[config.mk]
export PLATFORM = sky130hd
export DESIGN_NAME = edge_hysteresis_3x3
export DESIGN_NICKNAME = d
export VERILOG_FILES = /design/src/rtl/ehy_pkg.sv /design/src/rtl/ehy_front.sv /design/src/rtl/ehy_queue.sv /design/src/rtl/ehy_back.sv /design/src/rtl/edge_hysteresis_3x3.sv
export VERILOG_INCLUDE_DIRS = /design/src /design/src/rtl
export SDC_FILE = /design/constraint.sdc
export NUM_CORES = 1
export LEC_CHECK = 0
export BUFFER_PORTS_ARGS = -buffer_cell sky130_fd_sc_hd__buf_2
export CAP_MARGIN = 10
export CORE_ASPECT_RATIO = 0.7
export CORE_MARGIN = 2
export CORE_UTILIZATION = 40
export DETAILED_ROUTE_END_ITERATION = 10
export PLACE_DENSITY = 0.55
export SLEW_MARGIN = 20
export SYNTH_ARGS = -nofsm -noshare
export SYNTH_HDL_FRONTEND = slang
export SYNTH_SLANG_ARGS = --single-unit
[constraint.sdc]
create_clock -name clk_i -period 7 [get_ports clk_i]
set_clock_uncertainty 0.2 [all_clocks]
set_input_delay 0.35 -clock clk_i [delete_from_list [all_inputs] [get_ports clk_i]]
set_output_delay 0.35 -clock clk_i [all_outputs]
set_load 0.005 [all_outputs]
[src/rtl/edge_hysteresis_3x3_assert.svh]
// Assertion macros shared by the edge hysteresis RTL.
`ifndef EDGE_HYSTERESIS_3X3_ASSERT_SVH
`define EDGE_HYSTERESIS_3X3_ASSERT_SVH

// The consequent must hold in the same cycle as the antecedent.
`define EHY_ASSERT_SAME(lbl, clk, rstn, ante, cons) \
  lbl: assert property (@(posedge clk) disable iff (!rstn) (ante) |-> (cons)) \
    else $error("%m: same-cycle check failed");

// The consequent must hold in the cycle after the antecedent.
`define EHY_ASSERT_NEXT(lbl, clk, rstn, ante, cons) \
  lbl: assert property (@(posedge clk) disable iff (!rstn) (ante) |=> (cons)) \
    else $error("%m: next-cycle check failed");

`endif

[src/rtl/ehy_pkg.sv]
// Package with shared types, constants and helpers of the edge hysteresis block.
`default_nettype none
package ehy_pkg;

  localparam int unsigned MaxWidthDefault = 4096;
  localparam int unsigned HeightLimit     = 4096;
  localparam int unsigned PixelW          = 32;
  localparam int unsigned CfgW            = 13;
  localparam int unsigned LevelW          = 8;
  localparam int unsigned RowW            = 12;
  localparam int unsigned CfgDataW        = 13;
  localparam int unsigned QueueDepth      = 4;

  localparam logic [CfgW-1:0]   FrameWidthReset  = 13'd640;
  localparam logic [CfgW-1:0]   FrameHeightReset = 13'd480;
  localparam logic [LevelW-1:0] WeakLevelReset   = 8'd25;
  localparam logic [LevelW-1:0] StrongLevelReset = 8'd255;
  localparam logic [LevelW-1:0] OpaqueAlpha      = 8'hFF;
  localparam logic [PixelW-1:0] BlackPixel       = 32'h0000_00FF;

  typedef enum logic [1:0] {
    CfgFrameWidth  = 2'd0,
    CfgFrameHeight = 2'd1,
    CfgWeakLevel   = 2'd2,
    CfgStrongLevel = 2'd3
  } cfg_idx_e;

  typedef struct packed {
    logic [CfgW-1:0]   frame_width;
    logic [CfgW-1:0]   frame_height;
    logic [LevelW-1:0] weak_level;
    logic [LevelW-1:0] strong_level;
  } cfg_t;

  typedef struct packed {
    logic [PixelW-1:0] px0;
    logic [PixelW-1:0] px1;
    logic              two;
  } entry_t;

  function automatic logic rgb_is(logic [PixelW-1:0] px, logic [LevelW-1:0] lvl);
    return (px[31:24] == lvl) && (px[23:16] == lvl) && (px[15:8] == lvl);
  endfunction

endpackage
`default_nettype wire

[src/rtl/ehy_front.sv]
// Front end: keeps the column window and counters and classifies each item.
`default_nettype none
module ehy_front #(
  parameter int unsigned MaxWidth = ehy_pkg::MaxWidthDefault
) (
  input  wire logic                       clk_i,
  input  wire logic                       rst_ni,
  input  wire ehy_pkg::cfg_t              cfg_i,
  input  wire logic                       accept_i,
  input  wire logic [ehy_pkg::PixelW-1:0] above_i,
  input  wire logic [ehy_pkg::PixelW-1:0] center_i,
  input  wire logic [ehy_pkg::PixelW-1:0] below_i,
  output logic                            wr_o,
  output ehy_pkg::entry_t                 entry_o
);

  localparam int unsigned CmpW = ($clog2(MaxWidth + 1) > ehy_pkg::CfgW) ?
                                 $clog2(MaxWidth + 1) : ehy_pkg::CfgW;
  localparam int unsigned ColW = $clog2(MaxWidth);

  logic [ColW-1:0]                    col_q, col_d;
  logic [ehy_pkg::RowW-1:0]           row_q, row_d;
  logic [2:0][ehy_pkg::PixelW-1:0]    older_q, newer_q;
  logic [CmpW-1:0]                    fw_ext, wm1;
  logic [ehy_pkg::RowW-1:0]           hm1;
  logic                               last_col, border_row, have_left, left_border;
  logic                               hit;
  logic [ehy_pkg::LevelW-1:0]         s;
  logic [ehy_pkg::PixelW-1:0]         dec_px;

  always_comb begin
    fw_ext = CmpW'(cfg_i.frame_width);
    if (fw_ext == '0) begin
      wm1 = '0;
    end else if (fw_ext > CmpW'(MaxWidth)) begin
      wm1 = CmpW'(MaxWidth - 1);
    end else begin
      wm1 = fw_ext - CmpW'(1);
    end
    if (cfg_i.frame_height == '0) begin
      hm1 = '0;
    end else if (cfg_i.frame_height > ehy_pkg::CfgW'(ehy_pkg::HeightLimit)) begin
      hm1 = ehy_pkg::RowW'(ehy_pkg::HeightLimit - 1);
    end else begin
      hm1 = ehy_pkg::RowW'(cfg_i.frame_height - ehy_pkg::CfgW'(1));
    end
  end

  assign last_col    = CmpW'(col_q) >= wm1;
  assign border_row  = (row_q == '0) || (row_q >= hm1);
  assign have_left   = col_q != '0;
  assign left_border = border_row || (col_q == ColW'(1));
  assign s           = cfg_i.strong_level;

  assign hit = ehy_pkg::rgb_is(older_q[0], s) || ehy_pkg::rgb_is(older_q[1], s) ||
               ehy_pkg::rgb_is(older_q[2], s) || ehy_pkg::rgb_is(newer_q[0], s) ||
               ehy_pkg::rgb_is(newer_q[2], s) || ehy_pkg::rgb_is(above_i, s) ||
               ehy_pkg::rgb_is(center_i, s) || ehy_pkg::rgb_is(below_i, s);

  always_comb begin
    dec_px = newer_q[1];
    if (!left_border && ehy_pkg::rgb_is(newer_q[1], cfg_i.weak_level)) begin
      dec_px = hit ? {s, s, s, ehy_pkg::OpaqueAlpha} : ehy_pkg::BlackPixel;
    end
    if (have_left) begin
      entry_o.px0 = dec_px;
      entry_o.px1 = center_i;
      entry_o.two = last_col;
    end else begin
      entry_o.px0 = center_i;
      entry_o.px1 = center_i;
      entry_o.two = 1'b0;
    end
  end

  assign wr_o = accept_i && (have_left || last_col);

  always_comb begin
    col_d = col_q;
    row_d = row_q;
    if (accept_i) begin
      if (last_col) begin
        col_d = '0;
        row_d = (row_q >= hm1) ? '0 : row_q + ehy_pkg::RowW'(1);
      end else begin
        col_d = col_q + ColW'(1);
      end
    end
  end

  always_ff @(posedge clk_i or negedge rst_ni) begin
    if (!rst_ni) begin
      col_q <= '0;
      row_q <= '0;
    end else begin
      col_q <= col_d;
      row_q <= row_d;
    end
  end

  always_ff @(posedge clk_i) begin
    if (accept_i) begin
      older_q <= newer_q;
      newer_q <= {below_i, center_i, above_i};
    end
  end

endmodule
`default_nettype wire

[src/rtl/ehy_queue.sv]
// Short queue of classified entries between the front and back ends.
`default_nettype none
`include "edge_hysteresis_3x3_assert.svh"
module ehy_queue (
  input  wire logic            clk_i,
  input  wire logic            rst_ni,
  input  wire logic            wr_i,
  input  wire ehy_pkg::entry_t wr_entry_i,
  input  wire logic            rd_i,
  output ehy_pkg::entry_t      rd_entry_o,
  output logic                 full_o,
  output logic                 empty_o
);

  localparam int unsigned Depth = ehy_pkg::QueueDepth;
  localparam int unsigned PtrW  = $clog2(Depth);
  localparam int unsigned CntW  = $clog2(Depth + 1);

  ehy_pkg::entry_t     mem_q [Depth];
  logic [PtrW-1:0]     wr_ptr_q, rd_ptr_q;
  logic [CntW-1:0]     cnt_q, cnt_d;

  assign full_o     = cnt_q == CntW'(Depth);
  assign empty_o    = cnt_q == '0;
  assign rd_entry_o = mem_q[rd_ptr_q];

  always_comb begin
    cnt_d = cnt_q;
    if (wr_i && !rd_i) begin
      cnt_d = cnt_q + CntW'(1);
    end else if (!wr_i && rd_i) begin
      cnt_d = cnt_q - CntW'(1);
    end
  end

  always_ff @(posedge clk_i or negedge rst_ni) begin
    if (!rst_ni) begin
      wr_ptr_q <= '0;
      rd_ptr_q <= '0;
      cnt_q    <= '0;
    end else begin
      cnt_q <= cnt_d;
      if (wr_i) begin
        wr_ptr_q <= (wr_ptr_q == PtrW'(Depth - 1)) ? '0 : wr_ptr_q + PtrW'(1);
      end
      if (rd_i) begin
        rd_ptr_q <= (rd_ptr_q == PtrW'(Depth - 1)) ? '0 : rd_ptr_q + PtrW'(1);
      end
    end
  end

  always_ff @(posedge clk_i) begin
    if (wr_i) begin
      mem_q[wr_ptr_q] <= wr_entry_i;
    end
  end

  `EHY_ASSERT_SAME(a_no_write_when_full, clk_i, rst_ni, wr_i, !full_o)
  `EHY_ASSERT_SAME(a_no_read_when_empty, clk_i, rst_ni, rd_i, !empty_o)

endmodule
`default_nettype wire

[src/rtl/ehy_back.sv]
// Back end: expands queue entries into result items in the output register.
`default_nettype none
`include "edge_hysteresis_3x3_assert.svh"
module ehy_back (
  input  wire logic                       clk_i,
  input  wire logic                       rst_ni,
  input  wire ehy_pkg::entry_t            entry_i,
  input  wire logic                       q_empty_i,
  output logic                            q_rd_o,
  input  wire logic                       pop_i,
  output logic                            empty_o,
  output logic [ehy_pkg::PixelW-1:0]      out_pixel_o,
  output logic                            last_of_item_o
);

  logic                        out_valid_q, out_valid_d;
  logic [ehy_pkg::PixelW-1:0]  out_px_q, out_px_d;
  logic                        out_last_q, out_last_d;
  logic                        pend_q, pend_d;
  logic [ehy_pkg::PixelW-1:0]  pend_px_q, pend_px_d;
  logic                        load;

  assign load = !out_valid_q || pop_i;

  always_comb begin
    out_valid_d = out_valid_q;
    out_px_d    = out_px_q;
    out_last_d  = out_last_q;
    pend_d      = pend_q;
    pend_px_d   = pend_px_q;
    q_rd_o      = 1'b0;
    if (load) begin
      if (pend_q) begin
        out_valid_d = 1'b1;
        out_px_d    = pend_px_q;
        out_last_d  = 1'b1;
        pend_d      = 1'b0;
      end else if (!q_empty_i) begin
        out_valid_d = 1'b1;
        out_px_d    = entry_i.px0;
        out_last_d  = !entry_i.two;
        pend_d      = entry_i.two;
        pend_px_d   = entry_i.px1;
        q_rd_o      = 1'b1;
      end else begin
        out_valid_d = 1'b0;
      end
    end
  end

  always_ff @(posedge clk_i or negedge rst_ni) begin
    if (!rst_ni) begin
      out_valid_q <= 1'b0;
      pend_q      <= 1'b0;
    end else begin
      out_valid_q <= out_valid_d;
      pend_q      <= pend_d;
    end
  end

  always_ff @(posedge clk_i) begin
    out_px_q   <= out_px_d;
    out_last_q <= out_last_d;
    pend_px_q  <= pend_px_d;
  end

  assign empty_o        = !out_valid_q;
  assign out_pixel_o    = out_px_q;
  assign last_of_item_o = out_last_q;

  `EHY_ASSERT_SAME(a_pending_needs_shown, clk_i, rst_ni, pend_q, out_valid_q && !out_last_q)
  `EHY_ASSERT_NEXT(a_pair_sets_pending, clk_i, rst_ni, q_rd_o && entry_i.two, pend_q)

endmodule
`default_nettype wire

[src/rtl/edge_hysteresis_3x3.sv]
// Top level of the single-pass 8-neighbour edge hysteresis block.
//
// Items are three-pixel columns (above, center, below) in raster order of the
// center pixel, pushed with push while full is low. Results leave as a queue:
// while empty is low the oldest result is on out_pixel_o and last_of_item_o,
// and pop takes it. The first column of a row gives no result unless it is
// the last, each later column gives the pixel to its left, and the last
// column also gives its own center pixel. Registers are written through the
// cfg channel, which is always ready; the user must write them only while the
// block is idle (not enforced by the block). The block accepts one item per
// cycle while full is low; its first result goes through the queue to the
// output register. The output is one result per cycle while pop is high, so
// a row end, with its two results, is absorbed by the four-entry queue
// between the front and back ends. When the receiver stalls, the queue fills
// and full rises. Reset clears the counters, the queue and the output
// register and loads the register reset values; no clearing pass is needed.
`default_nettype none
module edge_hysteresis_3x3 #(
  parameter int unsigned MaxWidth = ehy_pkg::MaxWidthDefault
) (
  input  wire logic                         clk_i,
  input  wire logic                         rst_ni,
  input  wire logic                         push,
  output logic                              full,
  input  wire logic [ehy_pkg::PixelW-1:0]   pixel_above_i,
  input  wire logic [ehy_pkg::PixelW-1:0]   pixel_center_i,
  input  wire logic [ehy_pkg::PixelW-1:0]   pixel_below_i,
  output logic                              empty,
  input  wire logic                         pop,
  output logic [ehy_pkg::PixelW-1:0]        out_pixel_o,
  output logic                              last_of_item_o,
  input  wire logic                         cfg_valid_i,
  output logic                              cfg_ready_o,
  input  wire ehy_pkg::cfg_idx_e            cfg_index_i,
  input  wire logic [ehy_pkg::CfgDataW-1:0] cfg_data_i
);

  ehy_pkg::cfg_t   cfg_q;
  ehy_pkg::entry_t wr_entry, rd_entry;
  logic            accept, q_full, q_empty, q_wr, q_rd;

  assign cfg_ready_o = 1'b1;
  assign full        = q_full;
  assign accept      = push && !q_full;

  always_ff @(posedge clk_i or negedge rst_ni) begin
    if (!rst_ni) begin
      cfg_q.frame_width  <= ehy_pkg::FrameWidthReset;
      cfg_q.frame_height <= ehy_pkg::FrameHeightReset;
      cfg_q.weak_level   <= ehy_pkg::WeakLevelReset;
      cfg_q.strong_level <= ehy_pkg::StrongLevelReset;
    end else if (cfg_valid_i) begin
      case (cfg_index_i)
        ehy_pkg::CfgFrameWidth: begin
          cfg_q.frame_width <= cfg_data_i[ehy_pkg::CfgW-1:0];
        end
        ehy_pkg::CfgFrameHeight: begin
          cfg_q.frame_height <= cfg_data_i[ehy_pkg::CfgW-1:0];
        end
        ehy_pkg::CfgWeakLevel: begin
          cfg_q.weak_level <= cfg_data_i[ehy_pkg::LevelW-1:0];
        end
        ehy_pkg::CfgStrongLevel: begin
          cfg_q.strong_level <= cfg_data_i[ehy_pkg::LevelW-1:0];
        end
        default: begin
        end
      endcase
    end
  end

  ehy_front #(
    .MaxWidth (MaxWidth)
  ) u_front (
    .clk_i    (clk_i),
    .rst_ni   (rst_ni),
    .cfg_i    (cfg_q),
    .accept_i (accept),
    .above_i  (pixel_above_i),
    .center_i (pixel_center_i),
    .below_i  (pixel_below_i),
    .wr_o     (q_wr),
    .entry_o  (wr_entry)
  );

  ehy_queue u_queue (
    .clk_i      (clk_i),
    .rst_ni     (rst_ni),
    .wr_i       (q_wr),
    .wr_entry_i (wr_entry),
    .rd_i       (q_rd),
    .rd_entry_o (rd_entry),
    .full_o     (q_full),
    .empty_o    (q_empty)
  );

  ehy_back u_back (
    .clk_i          (clk_i),
    .rst_ni         (rst_ni),
    .entry_i        (rd_entry),
    .q_empty_i      (q_empty),
    .q_rd_o         (q_rd),
    .pop_i          (pop),
    .empty_o        (empty),
    .out_pixel_o    (out_pixel_o),
    .last_of_item_o (last_of_item_o)
  );

endmodule
`default_nettype wire
* Yosys cells after proc, flatten, opt, wreduce, memory -nomap -nowiden
Memory sizes are Yosys's and may differ from the RTL's.
Cells that the tools add are included.
** Cells by class
- Add/subtract/negate cells :: 8
- Magnitude comparators :: 4
- Equal/unequal tests :: 35
- Muxes and demuxes :: 24
- Bitwise logic cells :: 2
- Reductions and logical operators :: 54
** Operators by type and width (count)
- equality test 8 bit :: 27
- 2-to-1 mux 32 bit :: 4
- 2-to-1 mux 65 bit :: 1
- 2-to-1 mux 12 bit :: 4
- greater-than comparator 13 bit, second input constant :: 2
- zero test 13 bit :: 2
- 2-to-1 mux 13 bit :: 2
- adder 12 x 1 -> 12 bit, second input constant :: 2
- logical AND 1 bit :: 23
- >= comparator 12 x 13 -> 1 bit :: 1
- subtractor 13 x 1 -> 13 bit, second input constant :: 1
- equality test 12 x 1 -> 1 bit, second input constant :: 1
- >= comparator 12 bit :: 1
- zero test 12 bit :: 1
- AND reduction 2 bit :: 6
- nonzero test 12 bit :: 1
- subtractor 12 x 1 -> 12 bit, second input constant :: 1
- logical OR 1 bit :: 11
- 2-to-1 mux 1 bit :: 9
- equality test 2 bit, second input constant :: 4
- zero test 1 bit :: 6
- 2-to-1 mux 3 bit :: 2
- adder 2 x 1 -> 2 bit, second input constant :: 2
- 2-to-1 mux 2 bit :: 2
- other kinds (10) :: 11
** Word-level totals
- Register bits :: 332
- Bits in writable memories :: 260
- Input port bits :: 116
- Output and inout bits :: 36
- Logic and storage cells :: 148
- Memories :: 1
** Memories
- u_queue.mem_q :: depth 4, bits a word 65, rd ports 1, clocked after memory_dff 0, wr ports 1, RTL line ehy_queue.sv:19 : ehy_pkg::entry_t mem_q [Depth];

* Depth between registers and ports, before layout
Gate-level depths: netlist (run 1).
- Depth in word-level cells :: 13
- Mapped depth :: 22
- Depth with buffers taken out :: 21

* Modules after synthesis
A second synthesis (run 1) with hierarchy kept.
** Second synthesis, totals
- Cell total of the unflattened synthesis :: 1464
- Area, all modules :: 23717.7 um^2
** Modules (own cells, without submodules)
- ehy_queue :: times used 1, cells each 377, area an instance 9829.4 um^2, sequential area each 7982.7 um^2
- ehy_front :: times used 1, cells each 882, area an instance 9690.5 um^2, sequential area each 5165.0 um^2
- ehy_back :: times used 1, cells each 112, area an instance 2590.0 um^2, sequential area each 2001.9 um^2
- edge_hysteresis_3x3 :: times used 1, cells each 93, area an instance 1607.8 um^2, sequential area each 1072.3 um^2

* Least setup slack after synthesis (run 1)
OpenSTA, ideal clock, no wires.
- Path type :: register -> register
- From :: register cfg_q[31] in the netlist's numbering
- To :: memory u_queue.mem_q[0][0] in the netlist's numbering, enable pin
- Library setup time :: 430 ps
- Data arrival time :: 4582 ps
- Data required time :: 6370 ps
- Path slack :: 1788 ps
- Stages on the path, launching flop included :: 17
- Buffers on the path :: 1
- Clock period less this slack :: 5212 ps
- Cell sequence :: dfrtp_1 > nor4_2 > nand2_1 > or3_4 > nor2_4 > nand2_2 > or3_1 > buf_6 > a21o_1 > ha_1 > nor2b_1 > o21a_1 > o31a_1 > o31a_1 > nor2_1 > a21oi_2 > and2_1
** On the way
- Word-level cells in the longest chain between the ends :: 8
- Elaborated cells between the ends (all ways) :: 10
- Classes of those cells :: add/sub: 1; order compare: 2; mux: 4; reduce/logical: 3
** Ends and longest elaborated chain
- start: declaration :: RTL line edge_hysteresis_3x3.sv:38 : ehy_pkg::cfg_t cfg_q;
- subtractor 13 x 1 -> 13 bit / greater-than comparator 13 bit (equally long branches) :: RTL line ehy_front.sv:38, ehy_front.sv:35
- 2-to-1 mux 13 bit :: RTL line ehy_front.sv:35 : end else if (fw_ext > CmpW'(MaxWidth)) begin
- 2-to-1 mux 13 bit (*) :: RTL line ehy_front.sv:33 : if (fw_ext == '0) begin
- >= comparator 12 x 13 -> 1 bit (*) :: RTL line ehy_front.sv:49 : assign last_col = CmpW'(col_q) >= wm1;
- logical OR 1 bit (*) :: RTL line ehy_front.sv:76 : assign wr_o = accept_i && (have_left || last_col);
- logical AND 1 bit (*) :: RTL line ehy_front.sv:76
- named net q_wr :: RTL line edge_hysteresis_3x3.sv:40 : logic accept, q_full, q_empty, q_wr, q_rd;
- 2-to-1 mux 1 bit (*) :: RTL line ehy_queue.sv:53 : if (wr_i) begin
- 2-to-1 mux 1 bit (implied by the code) (*) :: RTL line ehy_queue.sv:54 : mem_q[wr_ptr_q] <= wr_entry_i;
- end: declaration :: RTL line ehy_queue.sv:19
Mark *: on every way through the listed nets, which the timed path passes. The rest lies on a longest branch.

==> flow_metrics.py, run 1 <==
metrics = {
    "timing": {
        "fin_tns_setup_ps": 0,
        "fin_crit_ps": 5230,
        "period_share_pct": 74.7,
        "rsz0062_at_grt": "no",
        "whs_ps": 52.5,
        "fmax_mhz": 191,
        "tightestPinTransition_ps": 973,
        "relSlewSlack_pct": 35.1,
        "setup_violations": 0,
        "hold_viol": 0,
        "slew_viol_final": 0,
    },
    "pwr": {
        "power_mw": 10.6,
        "p_per_area_mw_per_mm2": 385,
        "power_leakage_nw": 9.67,
        "ir_drop_uv": 307,
    },
    "critical_path": {
        "slowest_delay_ps": 680,
        "crit_path_cell_trace": "or4_1 -> nor4_2 -> nand3_1 -> nor2_1 -> a21oi_1 -> ha_1 -> nand2b_1 -> a31oi_1 -> o21ai_0 -> a221o_1 -> or2_1 -> a21oi_1 -> o21ai_0",
        "crit_family": "simple AND/OR/NAND/NOR gates",
        "cp_max_fo": 19,
        "timing.rr.start": "cfg_q[19]$_DFFE_PN0P_",
        "critPathLaunchType": "flip-flop",
        "critPathBufInv": 0,
        "cp.arrival_ps": 5320,
        "regToRegEndpoint": "u_queue.mem_q[1][58]$_DFFE_PP_",
        "cpMaxStageDelayCell": "o21ai_0",
        "crit_required_ps": 7090,
        "cp-end-kind": "flip-flop",
        "criticalPathCategory": "flip-flop to flip-flop",
        "worst_r2r_path_depth": 13,
        "rrSetupSlack_ps": 1770,
    },
    "floorplanning": {
        "die_h_um": 205,
        "num_rows": 73,
        "ios": 152,
        "die_area_mm2": 0.0597,
        "coreArea_mm2": 0.0569,
        "die_w_um": 291,
        "floorplan.initialDensity_pct": 40.6,
    },
    "clock_network": {
        "numCtsBuffers": 54,
        "clk_transition_reported_paths_ps": 60,
        "clk_latency_ps": 610,
        "cts.sinks": 552,
        "cts_root_buf": "clkbuf_16",
        "clockBufferDepth": 3,
        "htreeDepth": 2,
        "cts_tree": "built",
    },
    "worst_hold_path": {
        "worstHoldStart": "cfg_index_i[1]",
        "hold_depth": 3,
        "hp-class": "primary input to flip-flop",
        "hold_path_end": "cfg_q[35]$_DFFE_PN0P_",
    },
    "grt": {
        "overflow": 0,
        "antenna_found_initial": 2,
        "grt_max_degree": 76,
        "grt_pass1_vias": 13459,
        "grt_pass1_wl_mm": 82.3,
        "grt_usage_pct": 18.2,
    },
    "synthesis": {
        "synthesis.nets": 1571,
        "async_flop_share_pct": 13.6,
        "syn_area_per_cell_um2": 16.3,
        "synth_seq_cells": 552,
        "synth_cells": 1417,
        "synth_area_mm2": 0.0231,
        "yosysTopAreaCell": "edfxtp_1",
        "synth_top_cell_area_share_pct": 62.0,
        "synthDistinctLibCells": 63,
        "ys.flop_type": "edfxtp_1",
        "yosysWarnings": 0,
        "seq_area_frac_synth_pct": 70.2,
        "yosys-top-cells-area": "edfxtp_1 (62%), mux4_2 (6.3%), dfrtp_1 (6.3%), mux2_2 (3.8%), ha_1 (2.0%)",
        "synth_edf_count": 477,
    },
    "routing": {
        "routed_wirelength_mm": 53.4,
        "post_drt_wl_per_cell_um": 21.7,
        "drt_iter0_markers": 1004,
        "drtPass1Iterations": 5,
        "antenna_left": 0,
        "viasPerCell": 5.46,
        "drc": 0,
        "vias": 13447,
    },
    "finish": {
        "syn_to_final_growth_pct": 19.2,
        "multi_input_area_mm2": 0.00657,
        "final_nets": 1820,
        "fillers": 4868,
        "seq_area_mm2": 0.0162,
        "drive_gt1_share_pct": 24.2,
    },
    "placement": {
        "place_hpwl_mm": 33.5,
        "numPortBuffers": 134,
        "place_congestion": 0.795,
    },
    "outcome": {
        "status": "completed",
    },
    "run": {
        "cap_viol_max_count": 0,
    },
}
## worst reg2reg max path, stage by stage (launching register included)
cell and delay [ps]:
dfrtp_1 420, or4_1 630, nor4_2 310, nand3_1 350
nor2_1 290, a21oi_1 80, ha_1 270, nand2b_1 90
a31oi_1 80, o21ai_0 220, a221o_1 510, or2_1 660
a21oi_1 140, o21ai_0 680
## how the worst max path moves through the flow
stage | startpoint | slack, ps | to | cells past startpoint
floorplan | cfg_q[31]$_DFFE_PN0P_ | 1790 | u_queue.mem_q[0][0]$_DFFE_PP_ | 16
global placement | cfg_q[31]$_DFFE_PN0P_ | 1960 | u_queue.mem_q[0][28]$_DFFE_PP_ | 16
detailed placement | cfg_q[31]$_DFFE_PN0P_ | 1890 | u_queue.cnt_q[1]$_DFFE_PN0P_ | 18
CTS | cfg_q[31]$_DFFE_PN0P_ | 1860 | u_queue.cnt_q[1]$_DFFE_PN0P_ | 18
global route | cfg_q[19]$_DFFE_PN0P_ | 1210 | u_queue.mem_q[2][64]$_DFFE_PP_ | 14
finish | cfg_q[19]$_DFFE_PN0P_ | 1770 | u_queue.mem_q[1][58]$_DFFE_PP_ | 13
## repair_timing
item	CTS	global route
hold buffers	97	0
hold endpoints to repair	319	0
resized for setup	0	0
setup buffers	0	0
## area by class of cell
| class | count | area share [%] |
|---|---|---|
| inverter | 20 | 0.291 |
| multi-input combinational | 789 | 23.9 |
| sequential | 552 | 58.9 |
| antenna | 1 | 0.00909 |
| timing repair buffer | 249 | 6.48 |
| clock buffer | 61 | 5.13 |
| clock inverter | 40 | 1.86 |
| tap | 750 | 3.41 |
## metal layers
metal  vias to the layer above  share of wire [%]  global-route usage, %
met1                      6844                 47                   26.4
met3                        76                5.5                   3.25
met2                       348                 46                   28.3
li1                       6179                  -                      -
met5                         -                  0                      0
met4                         0                2.0                   5.00
## flip-flops by register name, summed over array words and instances, names as in the netlist
name / flops
u_front.newer_q: 80
u_back.pend_q: 1
u_front.older_q: 72
u_back.pend_px_q: 32
cfg_q: 42
u_back.out_valid_q: 1
u_queue.mem_q: 260
u_back.last_of_item_o: 1
u_queue.cnt_q: 3
u_front.col_q: 12
u_front.row_q: 12
u_back.out_pixel_o: 32
u_queue.rd_ptr_q: 2
u_queue.wr_ptr_q: 2
## metrics by stage
stage | instances | worst slack [ps] | area (um^2) | util, %
2_1_floorplan | 1417 | 1790 | 23100 | -
3_3_place_gp | 2263 | 1960 | 24600 | 43.3
3_5_place_dp | 2263 | 1890 | 24600 | 43.3
4_1_cts | 2461 | 1860 | 27500 | 48.4
5_1_grt | 2462 | 1210 | 27500 | 48.4
6_report | 2462 | 1770 | 27500 | 48.4
## kinds of logic after synthesis
group | Yosys count | synth area share, %
xor gates and xnor gates | 65 | 2.46
buffers and inverters | 76 | 1.47
AOI/OAI and AO/OA | 192 | 5.19
muxes | 143 | 10.1
adders and majority gates | 38 | 2.09
and+or+nand+nor | 350 | 8.41
other | 1 | 0.0162
DFF | 552 | 70.2
## synth_stat cells, types with 16 or more instances
library cell and instances:
ha_1 37, nor2_1 77, or4_1 28, clkbuf_1 22, edfxtp_1 477, nand4_1 40, dfstp_2 17, a21oi_1 48
inv_1 20, o22ai_1 16, nand3_1 33, mux2_2 77, xor2_1 35, and3_1 39, dfrtp_1 58, xnor2_1 30
buf_2 25, nand2_1 23, mux4_2 65, o21ai_0 54, nor3_1 39
## cells in the final DEF, fill, tap and decap left out, types with 28 or more instances in the layout
| cell type | Yosys | layout |
|---|---|---|
| edfxtp_1 | 477 | 477 |
| xor2_1 | 35 | 35 |
| or4_1 | 28 | 28 |
| xnor2_1 | 30 | 30 |
| nand3_1 | 33 | 33 |
| dfrtp_1 | 58 | 55 |
| a21oi_1 | 48 | 48 |
| clkbuf_16 | 0 | 55 |
| o21ai_0 | 54 | 54 |
| buf_2 | 25 | 133 |
| nor3_1 | 39 | 38 |
| nand4_1 | 40 | 40 |
| mux2_2 | 77 | 77 |
| nor2_1 | 77 | 76 |
| dlygate4sd3_1 | 0 | 97 |
| ha_1 | 37 | 37 |
| mux4_2 | 65 | 65 |
| and3_1 | 39 | 39 |
## power by group
group | total [mW] | internal, mW | switching, mW
clock network | 3.16 | 1.90 | 1.26
logic | 2.26 | 1.03 | 1.24
registers | 5.17 | 4.69 | 0.484
Note: power is estimated with default switching activity, not from simulation.
==> run 2, diff against run 1 <==
Settings changed: PLACE_DENSITY 0.55 to 0.57.
Clock period 7 ns to 4.8 ns, I/O delays scaled along.
==> run 2 against run 1 <==
  * Worst setup slack lost 1600 ps
  * Core utilization grew 0.13 points
  * First-iteration DRC count grew 11%
  * Non-clock buffer count grew 26
  * Register-to-register slack lost 1600 ps
  * Via count grew 1.2%
  * Maximum frequency grew 14%
  * Sequential share of layout area shrank 0.16 points
  * Die area is the same
  * Global-route usage grew 0.29 points
  * Final cell count grew 0.97%
  * Sequential power grew 46%
==> flow_metrics.py, run 2 (same netlist as run 1, synthesis figures left out) <==
metrics = {
    "routing": {
        "drtPass1Iterations": 5,
        "viasPerCell": 5.47,
        "met2WireLength_mm": 24.2,
        "drc": 0,
        "highest_layer": "met4",
        "post_drt_wl_per_cell_um": 21.9,
        "wl_met1_mm": 26.1,
        "drt_iter0_markers": 1110,
        "wl_met3_mm": 3.00,
        "vias": 13606,
        "antenna_left": 0,
        "routed_wirelength_mm": 54.3,
    },
    "pwr": {
        "power_leakage_nw": 9.70,
        "power_mw": 15.2,
        "ir_drop_uv": 336,
        "p_per_area_mw_per_mm2": 549,
    },
    "timing": {
        "period_share_pct": 95.8,
        "fin_tns_setup_ps": 0,
        "setup_violations": 0,
        "whs_ps": 132,
        "relSlewSlack_pct": 33.8,
        "tightestPinTransition_ps": 990,
        "hold_viol": 0,
        "fmax_mhz": 217,
        "slew_viol_final": 0,
        "rsz0062_at_grt": "no",
        "fin_crit_ps": 4600,
        "timing.final.ws_setup_ps": 201,
    },
    "clock_network": {
        "cts_root_buf": "clkbuf_16",
        "clk_transition_reported_paths_ps": 60,
        "clockBufferDepth": 3,
        "numCtsBuffers": 53,
        "clk_latency_ps": 610,
        "cts.sinks": 552,
        "cts_tree": "built",
        "htreeDepth": 2,
    },
    "grt": {
        "grt_usage_pct": 18.5,
        "grt_pass1_wl_mm": 84.1,
        "grt_max_degree": 93,
        "overflow": 0,
        "grt_pass1_vias": 13784,
        "antenna_found_initial": 2,
    },
    "placement": {
        "place_hpwl_mm": 35.2,
        "numPortBuffers": 134,
        "place_congestion": 0.799,
        "dp_slack_ps": 56.0,
    },
    "finish": {
        "top_register": "u_queue.mem_q",
        "drive_gt1_share_pct": 24.7,
        "top_regs": "u_queue.mem_q x260, u_front.newer_q x80, u_front.older_q x72",
        "final_common_cell": "edfxtp_1",
        "final_util_pct": 48.5,
        "fillers": 4836,
        "final_nets": 1845,
        "final_cell_mix": "edfxtp_1 (477), buf_2 (133), dlygate4sd3_1 (101), mux2_2 (77), nor2_1 (75)",
        "syn_to_final_growth_pct": 19.5,
        "largest_reg_flops": 260,
    },
    "critical_path": {
        "critPathLaunchType": "flip-flop",
        "criticalPathCategory": "flip-flop to flip-flop",
        "cp.arrival_ps": 4880,
        "crit_path_cell_trace": "nor4_2 -> nand2_1 -> or3_4 -> nor2_4 -> nand2_2 -> or3_4 -> a21oi_1 -> ha_1 -> and3_1 -> o21a_1 -> o31a_1 -> o31a_1 -> nor2_2 -> a21oi_2 -> ha_2 -> inv_1 -> fa_1 -> mux2_2",
        "crit_required_ps": 5080,
        "cp-end-kind": "flip-flop",
        "cpMaxStageDelayCell": "dfrtp_1",
        "slowest_delay_ps": 420,
        "cp_max_fo": 10,
    },
    "run": {
        "cap_viol_max_count": 0,
    },
    "floorplanning": {
        "floorplan.initialDensity_pct": 40.6,
        "die_w_um": 291,
        "coreArea_mm2": 0.0569,
        "die_h_um": 205,
        "die_area_mm2": 0.0597,
        "ios": 152,
        "num_rows": 73,
    },
    "worst_hold_path": {
        "hp-class": "primary input to flip-flop",
    },
    "outcome": {
        "status": "completed",
    },
}
run 2: cell count changes in the layout (fill, tap and decap cells not counted), moves of 2 or more:
cell	previous run	this run
clkbuf_8	1	3
clkinv_1	13	7
bufinv_16	12	4
buf_12	0	7
buf_4	18	34
clkbuf_1	4	19
dlygate4sd3_1	97	101
clkinv_2	10	8
run 2: final timing paths:
check	startpoint	cells after the start	endpoint	slack [ps]
worst max register to register	cfg_q[33]$_DFFE_PN0P_	18	u_queue.cnt_q[1]$_DFFE_PN0P_	200
worst min-delay path	cfg_valid_i	3	cfg_q[4]$_DFFE_PN1P_	130
worst max-delay path	cfg_q[33]$_DFFE_PN0P_	18	u_queue.cnt_q[1]$_DFFE_PN0P_	200
max in group asynchronous	rst_ni	3	u_queue.rd_ptr_q[0]$_DFFE_PN0P_	2890
worst min register to register	u_front.newer_q[13]$_DFFE_PP_	0	u_front.older_q[13]$_DFFE_PP_	250
min in group asynchronous	rst_ni	3	cfg_q[9]$_DFFE_PN0P_	280
run 2: repair_timing:
item / in CTS / in global routing
resized for setup: 0 / 5
endpoints found under the setup margin: 0 / 190
endpoints found under the hold margin: 347 / 0
buffers inserted: 0 / 1
hold buffers: 101 / 0
run 2: cell type report:
cell class | instances | area (um^2) | share of cell area (%)
diodes | 1 | 2.50 | 0.00906
clock buffers | 76 | 1460 | 5.30
clock inverters | 23 | 241 | 0.875
inverters | 20 | 80.1 | 0.290
multi-input cells | 789 | 6580 | 23.8
flip-flops and latches | 552 | 16200 | 58.8
well taps | 750 | 938 | 3.40
repair buffers | 275 | 2070 | 7.51
run 2: per-stage QoR:
stage / area (um^2) / cells
6_report: 27600 / 2486
5_1_grt: 27600 / 2486
4_1_cts: 27600 / 2483
3_5_place_dp: 24800 / 2283
3_3_place_gp: 24800 / 2283
2_1_floorplan: 23100 / 1417
run 2: metal layers:
| metal | vias to the layer above | track usage (%) |
|---|---|---|
| li1 | 6237 | - |
| met5 | - | 0 |
| met2 | 354 | 28.1 |
| met1 | 6942 | 27.8 |
| met4 | 0 | 4.50 |
| met3 | 73 | 2.97 |
run 2: worst max-delay path: cells and delay by family (launching register included):
family	cells	cell delay [ps]
DFF	1	420
adders and majority gates	3	900
buffers and inverters	1	60
AOI/OAI and AO/OA	5	840
and+or+nand+nor	8	1780
muxes	1	270
run 2: report_power, final:
group	total (mW)	leakage (nW)	switching, mW	internal (mW)
Clock	4.15	0.829	1.81	2.34
Sequential	7.53	5.37	0.699	6.83
Combinational	3.49	3.51	1.88	1.60
Total	15.2	9.70	4.39	10.8
==> run 3, diff against run 2 <==
Settings changed: CTS_BUF_LIST from default to sky130_fd_sc_hd__clkbuf_16.
==> run 3 against run 2 <==
  * Non-clock buffer count is the same
  * Sequential power about the same
  * Total power decreased by 0.55%
  * Largest cell class unchanged
  * Highest routed layer unchanged
==> flow_metrics.py, run 3 (same netlist as run 1, synthesis figures left out) <==
metrics = {
    "critical_path": {
        "cp-end-kind": "flip-flop",
        "rrSetupSlack_ps": 200,
        "critPathLaunchType": "flip-flop",
        "cp.arrival_ps": 4880,
        "slowest_delay_ps": 420,
        "cp_max_fo": 10,
        "crit_required_ps": 5080,
        "criticalPathCategory": "flip-flop to flip-flop",
        "crit_path_cell_trace": "nor4_2 -> nand2_1 -> or3_4 -> nor2_4 -> nand2_2 -> or3_4 -> a21oi_1 -> ha_1 -> and3_1 -> o21a_1 -> o31a_1 -> o31a_1 -> nor2_2 -> a21oi_2 -> ha_2 -> inv_1 -> fa_1 -> mux2_2",
        "cpMaxStageDelayCell": "dfrtp_1",
    },
    "pwr": {
        "ir_drop_uv": 332,
        "pwr-share-comb_pct": 23.2,
        "p_int_mw": 10.7,
        "power_leakage_nw": 9.76,
        "swShare_pct": 29.1,
        "p_per_area_mw_per_mm2": 547,
        "clockPowerShare_pct": 26.9,
        "p_seq_share_pct": 49.9,
        "p_sw_mw": 4.39,
    },
    "finish": {
        "final_common_cell": "edfxtp_1",
        "syn_to_final_growth_pct": 19.4,
        "final_cell_mix": "edfxtp_1 (477), buf_2 (133), dlygate4sd3_1 (101), mux2_2 (77), nor2_1 (75)",
        "top_regs": "u_queue.mem_q x260, u_front.newer_q x80, u_front.older_q x72",
        "final_util_pct": 48.5,
        "drive_gt1_share_pct": 24.6,
        "multi_input_area_mm2": 0.00658,
        "final_nets": 1845,
        "seq_area_mm2": 0.0162,
        "fillers": 4844,
        "top_register": "u_queue.mem_q",
        "fin_cells": 2487,
        "largest_reg_flops": 260,
    },
    "grt": {
        "grt_pass1_wl_mm": 84.0,
        "grt_max_degree": 93,
        "grt_usage_pct": 18.5,
        "overflow": 0,
        "antenna_found_initial": 2,
        "grt_pass1_vias": 13780,
    },
    "routing": {
        "antenna_left": 0,
        "viasPerCell": 5.48,
        "drt_iter0_markers": 1118,
        "post_drt_wl_per_cell_um": 21.8,
        "routed_wirelength_mm": 54.3,
        "drc": 0,
        "drtPass1Iterations": 7,
        "vias": 13625,
    },
    "placement": {
        "dp_cells": 2283,
        "numPortBuffers": 134,
        "place_hpwl_mm": 35.2,
        "place_congestion": 0.799,
    },
    "timing": {
        "tightestPinTransition_ps": 989,
        "fin_tns_setup_ps": 0,
        "rsz0062_at_grt": "no",
        "fin_crit_ps": 4600,
        "hold_viol": 0,
        "period_share_pct": 95.8,
        "whs_ps": 126,
        "slew_viol_final": 0,
        "fmax_mhz": 218,
        "relSlewSlack_pct": 33.9,
        "setup_violations": 0,
    },
    "clock_network": {
        "clk_transition_reported_paths_ps": 60,
        "numCtsBuffers": 53,
        "clk_latency_ps": 610,
        "clockBufferDepth": 3,
        "cts_tree": "built",
        "htreeDepth": 2,
        "cts.sinks": 552,
        "cts_root_buf": "clkbuf_16",
    },
    "floorplanning": {
        "die_area_mm2": 0.0597,
        "floorplan.initialDensity_pct": 40.6,
        "coreArea_mm2": 0.0569,
        "ios": 152,
        "die_w_um": 291,
        "die_h_um": 205,
        "num_rows": 73,
    },
    "run": {
        "cap_viol_max_count": 0,
    },
    "worst_hold_path": {
        "hp-class": "primary input to flip-flop",
    },
    "outcome": {
        "status": "completed",
    },
}
[run 3: power groups by stage]
stage,logic (mW),registers (mW),clock network (mW)
finish,3.49,7.52,4.06
global route,3.84,7.67,4.36
CTS,3.55,7.55,4.17
detailed placement,3.46,7.64,0
global placement,3.41,7.59,0
floorplan,2.38,7.28,0
[run 3: area by class of cell]
type                    instances  area share [%]
diodes                          2          0.0181
clock buffers                  54            4.90
clock inverters                45            1.18
inverters                      20           0.290
multi-input cells             789            23.9
flip-flops and latches        552            58.8
well taps                     750            3.40
repair buffers                275            7.51
[run 3: repair_timing]
item | CTS | global route
endpoints found under the hold margin | 347 | 0
setup endpoints to repair | 0 | 190
hold buffers | 101 | 0
resized for setup | 0 | 5
buffers inserted | 0 | 1
[run 3: metrics by stage]
step | setup slack (ps) | power (mW) | cell area (um^2)
2_1_floorplan | 170 | 9.66 | 23100
3_3_place_gp | 135 | 11.0 | 24800
3_5_place_dp | 56.0 | 11.1 | 24800
4_1_cts | 36.1 | 15.3 | 27500
5_1_grt | 0.643 | 15.9 | 27600
6_report | 203 | 15.1 | 27600
[run 3: final timing paths]
check | from | to | cells after the start
max | cfg_q[33]$_DFFE_PN0P_ | u_queue.cnt_q[1]$_DFFE_PN0P_ | 18
min | cfg_valid_i | cfg_q[4]$_DFFE_PN1P_ | 3
max reg2reg | cfg_q[33]$_DFFE_PN0P_ | u_queue.cnt_q[1]$_DFFE_PN0P_ | 18
min reg2reg | u_front.newer_q[13]$_DFFE_PP_ | u_front.older_q[13]$_DFFE_PP_ | 0
max in group asynchronous | rst_ni | u_queue.rd_ptr_q[0]$_DFFE_PN0P_ | 3
min in group asynchronous | rst_ni | cfg_q[9]$_DFFE_PN0P_ | 3
[run 3: critical path, delay by kind of cell (launching register included)]
family | cells | cell delay, ps
AO/OA/AOI/OAI | 5 | 850
flip-flops | 1 | 420
adder cells (fa/ha/maj) | 3 | 900
multiplexers | 1 | 270
AND/OR/NAND/NOR | 8 | 1790
buffers and inverters | 1 | 60
[run 3: routing by layer]
layer	vias up	wire (um)	track usage [%]
li1	6233	-	-
met1	7005	26400	27.8
met2	323	24300	28.1
met3	64	2670	2.97
met4	0	898	4.44
met5	-	0	0
